$ cat config.mk
export PLATFORM = sky130hd
export DESIGN_NAME = fcc_datapath
export DESIGN_NICKNAME = d
export VERILOG_FILES = /design/src/rtl/fcc_pkg.sv /design/src/rtl/fcc_datapath.sv
export SDC_FILE = /design/constraint.sdc
export NUM_CORES = 1
export LEC_CHECK = 0
export BUFFER_PORTS_ARGS = -buffer_cell sky130_fd_sc_hd__buf_2
export CORE_MARGIN = 5
export CORE_UTILIZATION = 35
export CTS_CLUSTER_SIZE = 40
export DETAILED_ROUTE_END_ITERATION = 10
export PLACE_DENSITY = 0.59
export SYNTH_ARGS = -nofsm -noshare
export SYNTH_HDL_FRONTEND = slang
export SYNTH_SLANG_ARGS = --single-unit
export TNS_END_PERCENT = 30
$ cat constraint.sdc
create_clock -name aclk -period 5.18 [get_ports aclk]
set_clock_uncertainty 0.1 [all_clocks]
set_input_delay 0.518 -clock aclk [delete_from_list [all_inputs] [get_ports aclk]]
set_output_delay 0.518 -clock aclk [all_outputs]
set_load 0.05 [all_outputs]
$ cat src/rtl/fcc_pkg.sv
// ----------------------------------------------------------------------------
// fcc_pkg
// Shared types and constants for the facility assignment cost checker.
// ----------------------------------------------------------------------------
package fcc_pkg;

    localparam int FAC_DEPTH  = 64;
    localparam int FAC_IDX_W  = 6;
    localparam int COUNT_W    = 7;
    localparam int CAP_W      = 16;
    localparam int COST_IN_W  = 20;
    localparam int COST_W     = 40;
    localparam int CAPSUM_W   = 22;
    localparam int IN_DATA_W  = 88;
    localparam int OUT_DATA_W = 48;
    localparam int CFG_IDX_W  = 1;
    localparam int CFG_DATA_W = 22;

    localparam logic [COUNT_W-1:0]  FAC_LIMIT   = COUNT_W'(FAC_DEPTH);
    localparam logic [COST_W-1:0]   COST_MAX    = {COST_W{1'b1}};
    localparam logic [CAPSUM_W-1:0] CAPSUM_MAX  = {CAPSUM_W{1'b1}};

    typedef logic [1:0] opcode_t;
    localparam opcode_t OP_BEGIN    = 2'd0;
    localparam opcode_t OP_FACILITY = 2'd1;
    localparam opcode_t OP_CUSTOMER = 2'd2;

    typedef logic [CFG_IDX_W-1:0] cfg_index_t;
    localparam cfg_index_t CFG_FACILITY_COUNT = 1'b0;
    localparam cfg_index_t CFG_TOTAL_DEMAND   = 1'b1;

    typedef enum logic {
        ST_IDLE,
        ST_EXEC
    } fcc_state_t;

    typedef struct packed {
        logic capture;
        logic execute;
        logic load_out;
    } fcc_cmd_t;

    typedef struct packed {
        logic result_item;
        logic out_blocked;
    } fcc_status_t;

endpackage

$ cat src/rtl/fcc_datapath.sv
// ----------------------------------------------------------------------------
// fcc_datapath
// Item registers, remaining-capacity table, accumulators and result register.
// ----------------------------------------------------------------------------
module fcc_datapath
    import fcc_pkg::*;
(
    input  logic                  aclk,
    input  logic                  aresetn,
    input  fcc_cmd_t              cmd,
    output fcc_status_t           status,
    input  logic [IN_DATA_W-1:0]  s_tdata,
    input  opcode_t               s_tuser,
    input  logic                  s_tlast,
    output logic                  m_tvalid,
    input  logic                  m_tready,
    output logic [OUT_DATA_W-1:0] m_tdata,
    input  logic                  cfg_valid,
    input  cfg_index_t            cfg_index,
    input  logic [CFG_DATA_W-1:0] cfg_data
);

    // configuration
    logic [COUNT_W-1:0]  fac_count_reg;
    logic [CAPSUM_W-1:0] total_demand_reg;

    always_ff @(posedge aclk) begin
        if (!aresetn) begin
            fac_count_reg    <= FAC_LIMIT;
            total_demand_reg <= '0;
        end else if (cfg_valid) begin
            unique case (cfg_index)
                CFG_FACILITY_COUNT: fac_count_reg    <= cfg_data[COUNT_W-1:0];
                CFG_TOTAL_DEMAND:   total_demand_reg <= cfg_data[CAPSUM_W-1:0];
                default: ;
            endcase
        end
    end

    // captured item
    opcode_t               opcode_reg;
    logic                  last_reg;
    logic [FAC_IDX_W-1:0]  fidx_reg;
    logic                  is_open_reg;
    logic [CAP_W-1:0]      cap_reg;
    logic [COST_IN_W-1:0]  ocost_reg;
    logic [FAC_IDX_W-1:0]  afac_reg;
    logic [CAP_W-1:0]      demand_reg;
    logic [COST_IN_W-1:0]  acost_reg;

    logic [FAC_IDX_W-1:0]  s_afac;
    assign s_afac = s_tdata[48:43];

    always_ff @(posedge aclk) begin
        if (cmd.capture) begin
            opcode_reg  <= s_tuser;
            last_reg    <= s_tlast;
            fidx_reg    <= s_tdata[5:0];
            is_open_reg <= s_tdata[6];
            cap_reg     <= s_tdata[22:7];
            ocost_reg   <= s_tdata[42:23];
            afac_reg    <= s_afac;
            demand_reg  <= s_tdata[64:49];
            acost_reg   <= s_tdata[84:65];
        end
    end

    // remaining-capacity table, read registered at capture
    logic [CAP_W-1:0] cap_mem [FAC_DEPTH];
    logic [CAP_W-1:0] rd_data_reg;
    logic             wr_en;
    logic [FAC_IDX_W-1:0] wr_addr;
    logic [CAP_W-1:0] wr_data;

    always_ff @(posedge aclk) begin
        if (cmd.capture) begin
            rd_data_reg <= cap_mem[s_afac];
        end
        if (wr_en) begin
            cap_mem[wr_addr] <= wr_data;
        end
    end

    // execute
    logic [COUNT_W-1:0]  used_count;
    logic                fidx_ok;
    logic                afac_ok;
    logic [CAP_W-1:0]    fac_cap;
    logic                short_cap;
    logic [COST_IN_W-1:0] cost_add;
    logic [COST_W:0]     cost_sum;
    logic [CAPSUM_W:0]   capsum_sum;

    logic [COST_W-1:0]   cost_reg;
    logic [COST_W-1:0]   cost_next;
    logic [CAPSUM_W-1:0] capsum_reg;
    logic [CAPSUM_W-1:0] capsum_next;
    logic                ovf_reg;
    logic                ovf_next;

    assign used_count = (fac_count_reg > FAC_LIMIT) ? FAC_LIMIT : fac_count_reg;
    assign fidx_ok    = {1'b0, fidx_reg} < used_count;
    assign afac_ok    = {1'b0, afac_reg} < used_count;
    assign fac_cap    = is_open_reg ? cap_reg : '0;
    assign short_cap  = demand_reg > rd_data_reg;
    assign cost_sum   = {1'b0, cost_reg} + {{(COST_W-COST_IN_W+1){1'b0}}, cost_add};
    assign capsum_sum = {1'b0, capsum_reg} + {{(CAPSUM_W-CAP_W+1){1'b0}}, fac_cap};

    always_comb begin
        cost_add    = '0;
        wr_en       = 1'b0;
        wr_addr     = afac_reg;
        wr_data     = rd_data_reg - demand_reg;
        cost_next   = cost_reg;
        capsum_next = capsum_reg;
        ovf_next    = ovf_reg;
        if (cmd.execute) begin
            unique case (opcode_reg)
                OP_BEGIN: begin
                    cost_next   = '0;
                    capsum_next = '0;
                    ovf_next    = 1'b0;
                end
                OP_FACILITY: begin
                    if (fidx_ok) begin
                        wr_en       = 1'b1;
                        wr_addr     = fidx_reg;
                        wr_data     = fac_cap;
                        capsum_next = capsum_sum[CAPSUM_W] ? CAPSUM_MAX
                                                           : capsum_sum[CAPSUM_W-1:0];
                        if (is_open_reg) begin
                            cost_add = ocost_reg;
                        end
                    end
                end
                OP_CUSTOMER: begin
                    cost_add = acost_reg;
                    if (afac_ok) begin
                        wr_en = 1'b1;
                        if (short_cap) begin
                            wr_data  = '0;
                            ovf_next = 1'b1;
                        end
                    end else begin
                        ovf_next = 1'b1;
                    end
                end
                default: ;
            endcase
            if (opcode_reg != OP_BEGIN) begin
                cost_next = cost_sum[COST_W] ? COST_MAX : cost_sum[COST_W-1:0];
            end
        end
    end

    always_ff @(posedge aclk) begin
        if (!aresetn) begin
            cost_reg   <= '0;
            capsum_reg <= '0;
            ovf_reg    <= 1'b0;
        end else begin
            cost_reg   <= cost_next;
            capsum_reg <= capsum_next;
            ovf_reg    <= ovf_next;
        end
    end

    // result register
    logic                  m_valid_reg;
    logic [COST_W-1:0]     m_cost_reg;
    logic                  m_feasible_reg;

    always_ff @(posedge aclk) begin
        if (!aresetn) begin
            m_valid_reg <= 1'b0;
        end else if (cmd.load_out) begin
            m_valid_reg <= 1'b1;
        end else if (m_tready) begin
            m_valid_reg <= 1'b0;
        end
    end

    always_ff @(posedge aclk) begin
        if (cmd.load_out) begin
            m_cost_reg     <= cost_next;
            m_feasible_reg <= !ovf_next && (capsum_reg >= total_demand_reg);
        end
    end

    assign m_tvalid = m_valid_reg;
    assign m_tdata  = {{(OUT_DATA_W-COST_W-1){1'b0}}, m_feasible_reg, m_cost_reg};

    assign status.result_item = (opcode_reg == OP_CUSTOMER) && last_reg;
    assign status.out_blocked = m_valid_reg && !m_tready;

endmodule

# == After elaboration in Yosys (flattened, before gate mapping) ==
# Memory sizes are Yosys's and may differ from the RTL's. A register that Yosys moved wholly into a read port is not among the register bits.
# Cells that the tools add are included.
# totals
ff_bits,222
latch_bits,0
ram_bits,1024
mem_bits_ro,0
in_bits,121
elab_cells,75
mem_count,1
# mem_list
name,depth,word_bits,read_ports,rd_ports_with_merged_regs,write_ports,line_no,text
cap_mem,64,16,1,1,1,fcc_datapath.sv:69,logic [CAP_W-1:0] cap_mem [FAC_DEPTH];
# classes
n_addsub,3
mul,0
div_mod_pow,0
n_lt_le_gt_ge,5
n_eq_ne,3
shift,0
mux,33
n_bitwise,1
n_reduce_logical,12
# op_table
cell,n
2-to-1 mux 40 bit,4
2-to-1 mux 16 bit,5
2-to-1 mux 20 bit,3
2-to-1 mux 22 bit,2
case mux 22 bit (2 select lines),1
adder 40 x 20 -> 41 bit,1
case mux 20 bit (2 select lines),1
case mux 16 bit (2 select lines),1
adder 22 x 16 -> 23 bit,1
>= comparator 22 bit,1
2-to-1 mux 6 bit,3
> comparator 16 bit,1
subtractor 16 bit,1
< comparator 6 x 7 -> 1 bit,2
2-to-1 mux 1 bit,10
"> comparator 7 bit, second input constant",1
2-to-1 mux 7 bit,1
nonzero test 2 bit,3
case mux 1 bit (2 select lines),2
AND reduction 2 bit,2
logical AND 1 bit,3
AND reduction 3 bit,1
"equality test 2 x 1 -> 1 bit, second input constant",1
"equality test 2 bit, second input constant",1
4 further kinds,5

# == Longest topological paths before layout ==
# Gate-level depths: netlist of the first run.
# depth
word_depth,10
mapped_depth,21

# == Least setup slack after synthesis of the first run ==
# OpenSTA, ideal clock, no wires.
# synth_path
path_type,reg2reg
startpoint,register rd_data_reg[0] (read register of cap_mem)
endpoint,"memory cap_mem[0][14], data pin"
setup_time_ns,0.553
arrival_time_ns,3.989
setup_slack_ns,0.538
stages_incl_launch_ff,13
cell_sequence,edfxtp_1 > inv_1 > ha_1 > inv_1 > fa_1 > a21oi_1 > o211ai_1 > o221ai_1 > o221ai_1 > a21o_1 > a21oi_1 > xor2_1 > o22ai_1
# synth_between
elab_chain_cells,5
# synth_lines
item,line_no,text
"start, declared",fcc_datapath.sv:70,logic [CAP_W-1:0] rd_data_reg;
subtractor 16 bit / > comparator 16 bit (equally long branches),"fcc_datapath.sv:113, fcc_datapath.sv:105",
2-to-1 mux 16 bit,fcc_datapath.sv:140,if (short_cap) begin
2-to-1 mux 16 bit,fcc_datapath.sv:138,if (afac_ok) begin
case mux 16 bit (2 select lines),fcc_datapath.sv:118,unique case (opcode_reg)
2-to-1 mux 16 bit (*),fcc_datapath.sv:117,if (cmd.execute) begin
named net wr_data[14],fcc_datapath.sv:73,logic [CAP_W-1:0] wr_data;
"end, declared",fcc_datapath.sv:69,
# The timed path passes the listed nets; every way through them passes the cells marked *.

# == Worst setup path after layout of the first run ==
# layout_path
startpoint,register fac_count_reg[6]
endpoint,"register m_cost_reg[21], data pin"
# layout_between
elab_chain_cells,10
# layout_lines
item,line_no,text
"start, declared",fcc_datapath.sv:24,logic [COUNT_W-1:0] fac_count_reg;
"start signal, assigned",fcc_datapath.sv:33,CFG_FACILITY_COUNT: fac_count_reg <= cfg_data[COUNT_W-1:0];
> comparator 7 bit,fcc_datapath.sv:101,assign used_count = (fac_count_reg > FAC_LIMIT) ? FAC_LIMIT : fac_count_reg;
2-to-1 mux 7 bit (*),fcc_datapath.sv:101,
< comparator 6 x 7 -> 1 bit (*),fcc_datapath.sv:102,"assign fidx_ok = {1'b0, fidx_reg} < used_count;"
2-to-1 mux 20 bit (*),fcc_datapath.sv:125,if (fidx_ok) begin
case mux 20 bit (2 select lines) (*),fcc_datapath.sv:118,
2-to-1 mux 20 bit (*),fcc_datapath.sv:117,
adder 40 x 20 -> 41 bit (*),fcc_datapath.sv:106,"assign cost_sum = {1'b0, cost_reg} + {{(COST_W-COST_IN_W+1){1'b0}}, cost_add};"
2-to-1 mux 40 bit (*),fcc_datapath.sv:151,cost_next = cost_sum[COST_W] ? COST_MAX : cost_sum[COST_W-1:0];
2-to-1 mux 40 bit (*),fcc_datapath.sv:150,if (opcode_reg != OP_BEGIN) begin
2-to-1 mux 40 bit (*),fcc_datapath.sv:117,
named net cost_next[21],fcc_datapath.sv:95,logic [COST_W-1:0] cost_next;
"end signal, assigned",fcc_datapath.sv:185,m_cost_reg <= cost_next;
"end, declared",fcc_datapath.sv:170,logic [COST_W-1:0] m_cost_reg;
# Marked as above.
# A chain may end at the register's enable or synchronous reset.

==> results.cfg, run 1 <==
[setup_path]
reg2reg_slack_ps = 270
cp.buffers_inverters = 1
path_class = reg -> reg
cp_max_fo = 20
cp_cell_sequence = nand2b_1 -> ha_1 -> a21o_1 -> a21oi_1 -> nor2_1 -> a211oi_2 -> and3_1 -> buf_12 -> a22o_1 -> ha_1 -> fa_1 -> a211oi_2 -> o21ai_1 -> a211o_1 -> a211o_1 -> and4_2 -> a221oi_1 -> a41o_1 -> nor2_1
startpoint = fac_count_reg[6]
slowest_stage = fa_1
end_kind = flip-flop
crit_family = compound AO/OA/AOI/OAI gates
cp-start-kind = flip-flop
cp.arrival_ps = 5310
critPathRequiredTime_ps = 5580
r2r-start = fac_count_reg[6]
crit_path_max_incr_delay_ps = 470

[clocking]
htreeDepth = 4
cts.clk_slew.worst_paths_ps = 60
clock_latency_ps = 760
clk_path_buf_depth = 3
clock_sinks = 1262
numCtsBuffers = 134
cts_setup_buffers = 0
clockRootBuffer = clkbuf_16
cts_tree = built

[floorplanning]
core_mm2 = 0.146
dieWidth_um = 393
fp.dieH_um = 393
num_rows = 140
ios = 172
fp.dieArea_mm2 = 0.154
start_util = 0.352

[global_route]
grt_pass1_vias = 26800
gr-total-overflow = 0
use_met2 = 0.257
grt_max_degree = 70
grt-busiest-layer = met2
antenna_found_initial = 11
use_met3 = 0.0306
grt_pass1_wl_um = 181000
grtUsageMet1 = 0.223
grt.total_usage = 0.159

[cells_and_area]
regArea_mm2 = 0.0370
layout_commonest_cell = edfxtp_1
multiInputGateArea_mm2 = 0.0137
fin_cells = 5145
largest_reg_flops = 1024
syn_to_final_growth_pct = 18.0
final_cell_mix = edfxtp_1 (1169), mux4_2 (336), nand2_1 (170), buf_2 (156), nor2_1 (142)
nFillCells = 12800
nets = 3333
drive_gt1_frac = 0.259

[power]
sw_frac_of_total = 0.240
p_leak_nw = 20.5
power_mw = 24.0
p_per_area_mw_per_mm2 = 396
ir_drop_mv = 0.315
power_switching_mw = 5.75
power_frac_comb = 0.102
pwr-share-seq = 0.507
intPower_mw = 18.2
clock_power_share = 0.391

[flow_run]
cap_violations = 0

[yosys]
syn_inst = 2725
synth.distinct_cells = 78
ys_warn_count = 0
async_reset_ff_frac = 0
yosysSeqAreaShare = 0.720
ys.flop_type = edfxtp_1
synth_edf_count = 1169
synth_area_per_cell_um2 = 18.8
ys_ff_latch = 1262
synth_area_mm2 = 0.0513

[placed_design]
placed_cells = 4798
gp_congestion = 0.849
port_buffers = 161
hpwl_um = 77100

[route]
wl_um = 124000
viasPerCell = 5.22
dr.pass1.iters = 5
wl_per_cell_um = 24.0
final_antenna_net_count = 0
vias = 26800
drt_iter0_markers = 2339
remaining_drc_errors = 0

[timing]
worst_slew_pin_slew_ps = 1130
setup_viol = 0
fin_crit_ps = 4910
hold_slack_ps = 138
final.setup.tns_ps = 0
rsz0062_at_grt = yes
hold_violations = 0
slew_viol_final = 0
slew_headroom = 0.246
fmax_ghz = 0.204
finalCritPeriodShare = 0.948

[worst_hold_path]
min_from = aresetn
worstHoldPathType = in -> reg

[run_status]
status = completed
[synthesized netlist by cell type (all sizes together) (22+ instances only)]
| master | count | area (um2) |
|---|---|---|
| a21oi | 90 | 454 |
| edfxtp | 1169 | 35100 |
| clkbuf | 63 | 238 |
| dfxtp | 93 | 1860 |
| a211oi | 22 | 180 |
| and2 | 26 | 168 |
| inv | 74 | 278 |
| ha | 87 | 1090 |
| buf | 64 | 358 |
| nand2 | 170 | 638 |
| xnor2 | 23 | 201 |
| o21ai | 57 | 285 |
| nor2 | 142 | 533 |
| a21o | 34 | 255 |
| mux4 | 336 | 7570 |
[timing repair]
item / 4_1_cts / 5_1_grt
hold endpoints to repair: 112 / 0
endpoints found under the setup margin: 0 / 15
gates resized for setup: 0 / 2
hold buffers: 105 / 0
[per-stage QoR]
step                      utilization  area (um2)  setup slack [ps]
after floorplan                     -       51400               538
after global routing            0.416       60600             -11.0
after global placement          0.379       55200               222
after CTS                       0.416       60600               175
after detailed placement        0.379       55200               206
final                           0.416       60600               269
[path summary, 6_finish.rpt]
path | to | depth (start not counted)
worst max-delay path | m_cost_reg[21] | 19
worst min-delay path | fac_count_reg[6] | 2
worst max register to register | m_cost_reg[21] | 19
worst min register to register | total_demand_reg[3] | 2
[metal layers]
metal / share of wire / wire [um]
met3: 0.063 / 7840
met1: 0.44 / 54100
met4: 0.019 / 2380
met2: 0.48 / 59300
met5: 0 / 0
[power groups by stage]
stage | Sequential, mW | Clock (mW) | Combinational, mW
floorplan | 12.5 | 0 | 1.25
global placement | 12.4 | 0 | 2.37
detailed placement | 12.4 | 0 | 2.43
CTS | 12.2 | 9.59 | 2.50
global route | 12.2 | 10.0 | 2.67
finish | 12.2 | 9.36 | 2.45
[cells by family (layout without fill, tap and decap cells)]
logic type                 count (synthesis)  in the layout  synth area share
muxes                                    355            355             0.151
DFF                                     1262           1262             0.720
and+or+nand+nor                          440            440            0.0386
adders and majority gates                 90             90            0.0224
buffers and inverters                    201            688            0.0170
AOI/OAI and AO/OA                        335            335            0.0437
other                                      1             17         0.0000731
xor gates and xnor gates                  41             41           0.00700
[final cells by class]
type / count / area share
inverter: 74 / 0.00458
timing repair buffer: 382 / 0.0475
clock buffer: 163 / 0.0578
sequential: 1262 / 0.610
antenna: 10 / 0.000413
clock inverter: 69 / 0.0130
multi-input combinational: 1268 / 0.227
tap: 1917 / 0.0396
Power figures use the tool's default switching activity.
==> inputs of run 2 (changes only) <==
- BUFFER_PORTS_ARGS: -buffer_cell sky130_fd_sc_hd__buf_2 -> -buffer_cell sky130_fd_sc_hd__clkbuf_2
- CORE_MARGIN: 5 -> unset
==> run 2 against run 1 <==
Net effect: sequential share of layout area shrank 0.31 points; fmax hardly changed; utilization up 0.26 points; final cell count rose by 0.51%; sequential power about the same; critical endpoint is now m_cost_reg[24]; largest cell class unchanged.
==> results.cfg, run 2 (synthesis results as in run 1) <==
[run_status]
status = completed

[global_route]
grt_max_degree = 79
gr-total-overflow = 0
grt_pass1_wl_um = 191000
grt.total_usage = 0.179
antenna_found_initial = 12
grt_pass1_vias = 27300

[timing]
slew_headroom = 0.210
hold_violations = 0
hold_slack_ps = 274
final.setup.tns_ps = 0
worst_slew_pin_slew_ps = 1180
finalCritPeriodShare = 0.948
fin_crit_ps = 4910
slew_viol_final = 0
setup_viol = 0
rsz0062_at_grt = yes
fmax_ghz = 0.204

[worst_hold_path]
worstHoldPathType = in -> reg
min_from = s_tdata[48]

[route]
wl_um = 131000
vias = 27100
final_antenna_net_count = 0
dr.pass1.iters = 7
remaining_drc_errors = 0
viasPerCell = 5.25
wl_per_cell_um = 25.3
drt_iter0_markers = 2326

[cells_and_area]
layout_commonest_cell = edfxtp_1
post-route-util = 0.418
largest_reg_flops = 1024
drive_gt1_frac = 0.282
syn_to_final_growth_pct = 18.6
nets = 3346
final_cell_mix = edfxtp_1 (1169), mux4_2 (336), nand2_1 (169), clkbuf_2 (156), clkbuf_16 (134)

[setup_path]
cp.arrival_ps = 5380
critPathRequiredTime_ps = 5650
path_class = reg -> reg
startpoint = fac_count_reg[6]
cp-start-kind = flip-flop
end_kind = flip-flop
cp_max_fo = 15
r2r-start = fac_count_reg[6]

[power]
ir_drop_mv = 0.324
p_per_area_mw_per_mm2 = 393
power_mw = 23.9
p_leak_nw = 20.6

[floorplanning]
start_util = 0.353
ios = 172
core_mm2 = 0.146
dieWidth_um = 385
num_rows = 140
fp.dieH_um = 385
fp.dieArea_mm2 = 0.148

[clocking]
clock_sinks = 1262
cts_setup_buffers = 0
clock_latency_ps = 760
clk_path_buf_depth = 3
numCtsBuffers = 132
cts.clk_slew.worst_paths_ps = 60
clockRootBuffer = clkbuf_16
cts_tree = built
htreeDepth = 4

[placed_design]
hpwl_um = 80200
port_buffers = 161
gp_congestion = 0.850

[flow_run]
cap_violations = 0
run 2: cell types whose count changed in the layout (fill, tap and decap cells not counted), moves of 3 or more:
cell and delta:
inv_6 -6, buf_12 +5, buf_2 -156, clkinv_1 +6
clkbuf_2 +156, buf_4 +9, inv_16 +3, clkinv_2 +6
nor2_2 +64, nor2_1 -64, diode_2 +3, clkinvlp_4 +4
run 2: critical path, stage by stage (launching register included):
cell and delay, ps:
dfxtp_1 350, buf_4 160, nand2b_1 160, ha_1 280, a21o_1 160, a21o_1 210
a211oi_2 300, and3_1 330, buf_4 270, a22o_1 230, ha_1 220, o21ai_0 120
nand2b_1 80, a31oi_1 160, o21bai_1 310, buf_4 180, nand4_2 380, and3_4 400
a221oi_1 300
run 2: path summary, 6_finish.rpt:
path / slack [ps] / cells past startpoint / end
worst min register to register: 360 / 2 / total_demand_reg[7]
worst max-delay path: 270 / 18 / m_cost_reg[24]
worst max register to register: 270 / 18 / m_cost_reg[24]
worst min-delay path: 270 / 1 / afac_reg[5]
run 2: final cells by class:
type                    count  area (um2)
inverters                  74         278
fillers                 12800       84700
diodes                     13        32.5
flip-flops and latches   1262       37000
multi-input cells        1268       13900
repair buffers            397        3060
well taps                1917        2400
clock inverters            78         778
clock buffers             162        3470
run 2: metal layers:
metal | vias to the layer above | share of wire | GRT usage
met1 | 14200 | 0.43 | 0.249
met4 | 8 | 0.016 | 0.0425
met5 | - | 0.00033 | 0
met2 | 937 | 0.48 | 0.286
met3 | 154 | 0.076 | 0.0378
li1 | 11900 | - | -
run 2: what timing repair did:
item | CTS | global route
hold buffers | 106 | 0
hold endpoints to repair | 113 | 0
resized for setup | 0 | 2
setup endpoints to repair | 0 | 4
run 2: report_power, final:
part / switching (mW) / internal [mW]
clock network: 4.03 / 5.28
registers: 0.0835 / 12.1
logic: 1.73 / 0.722
total: 5.84 / 18.1
run 2: metrics by stage:
step	setup WS, ps	cells	cell area (um2)
floorplan	538	2731	51400
global placement	301	4812	55500
detailed placement	264	4812	55500
CTS	239	5158	60900
global route	-48.1	5160	60900
finish	271	5171	60900
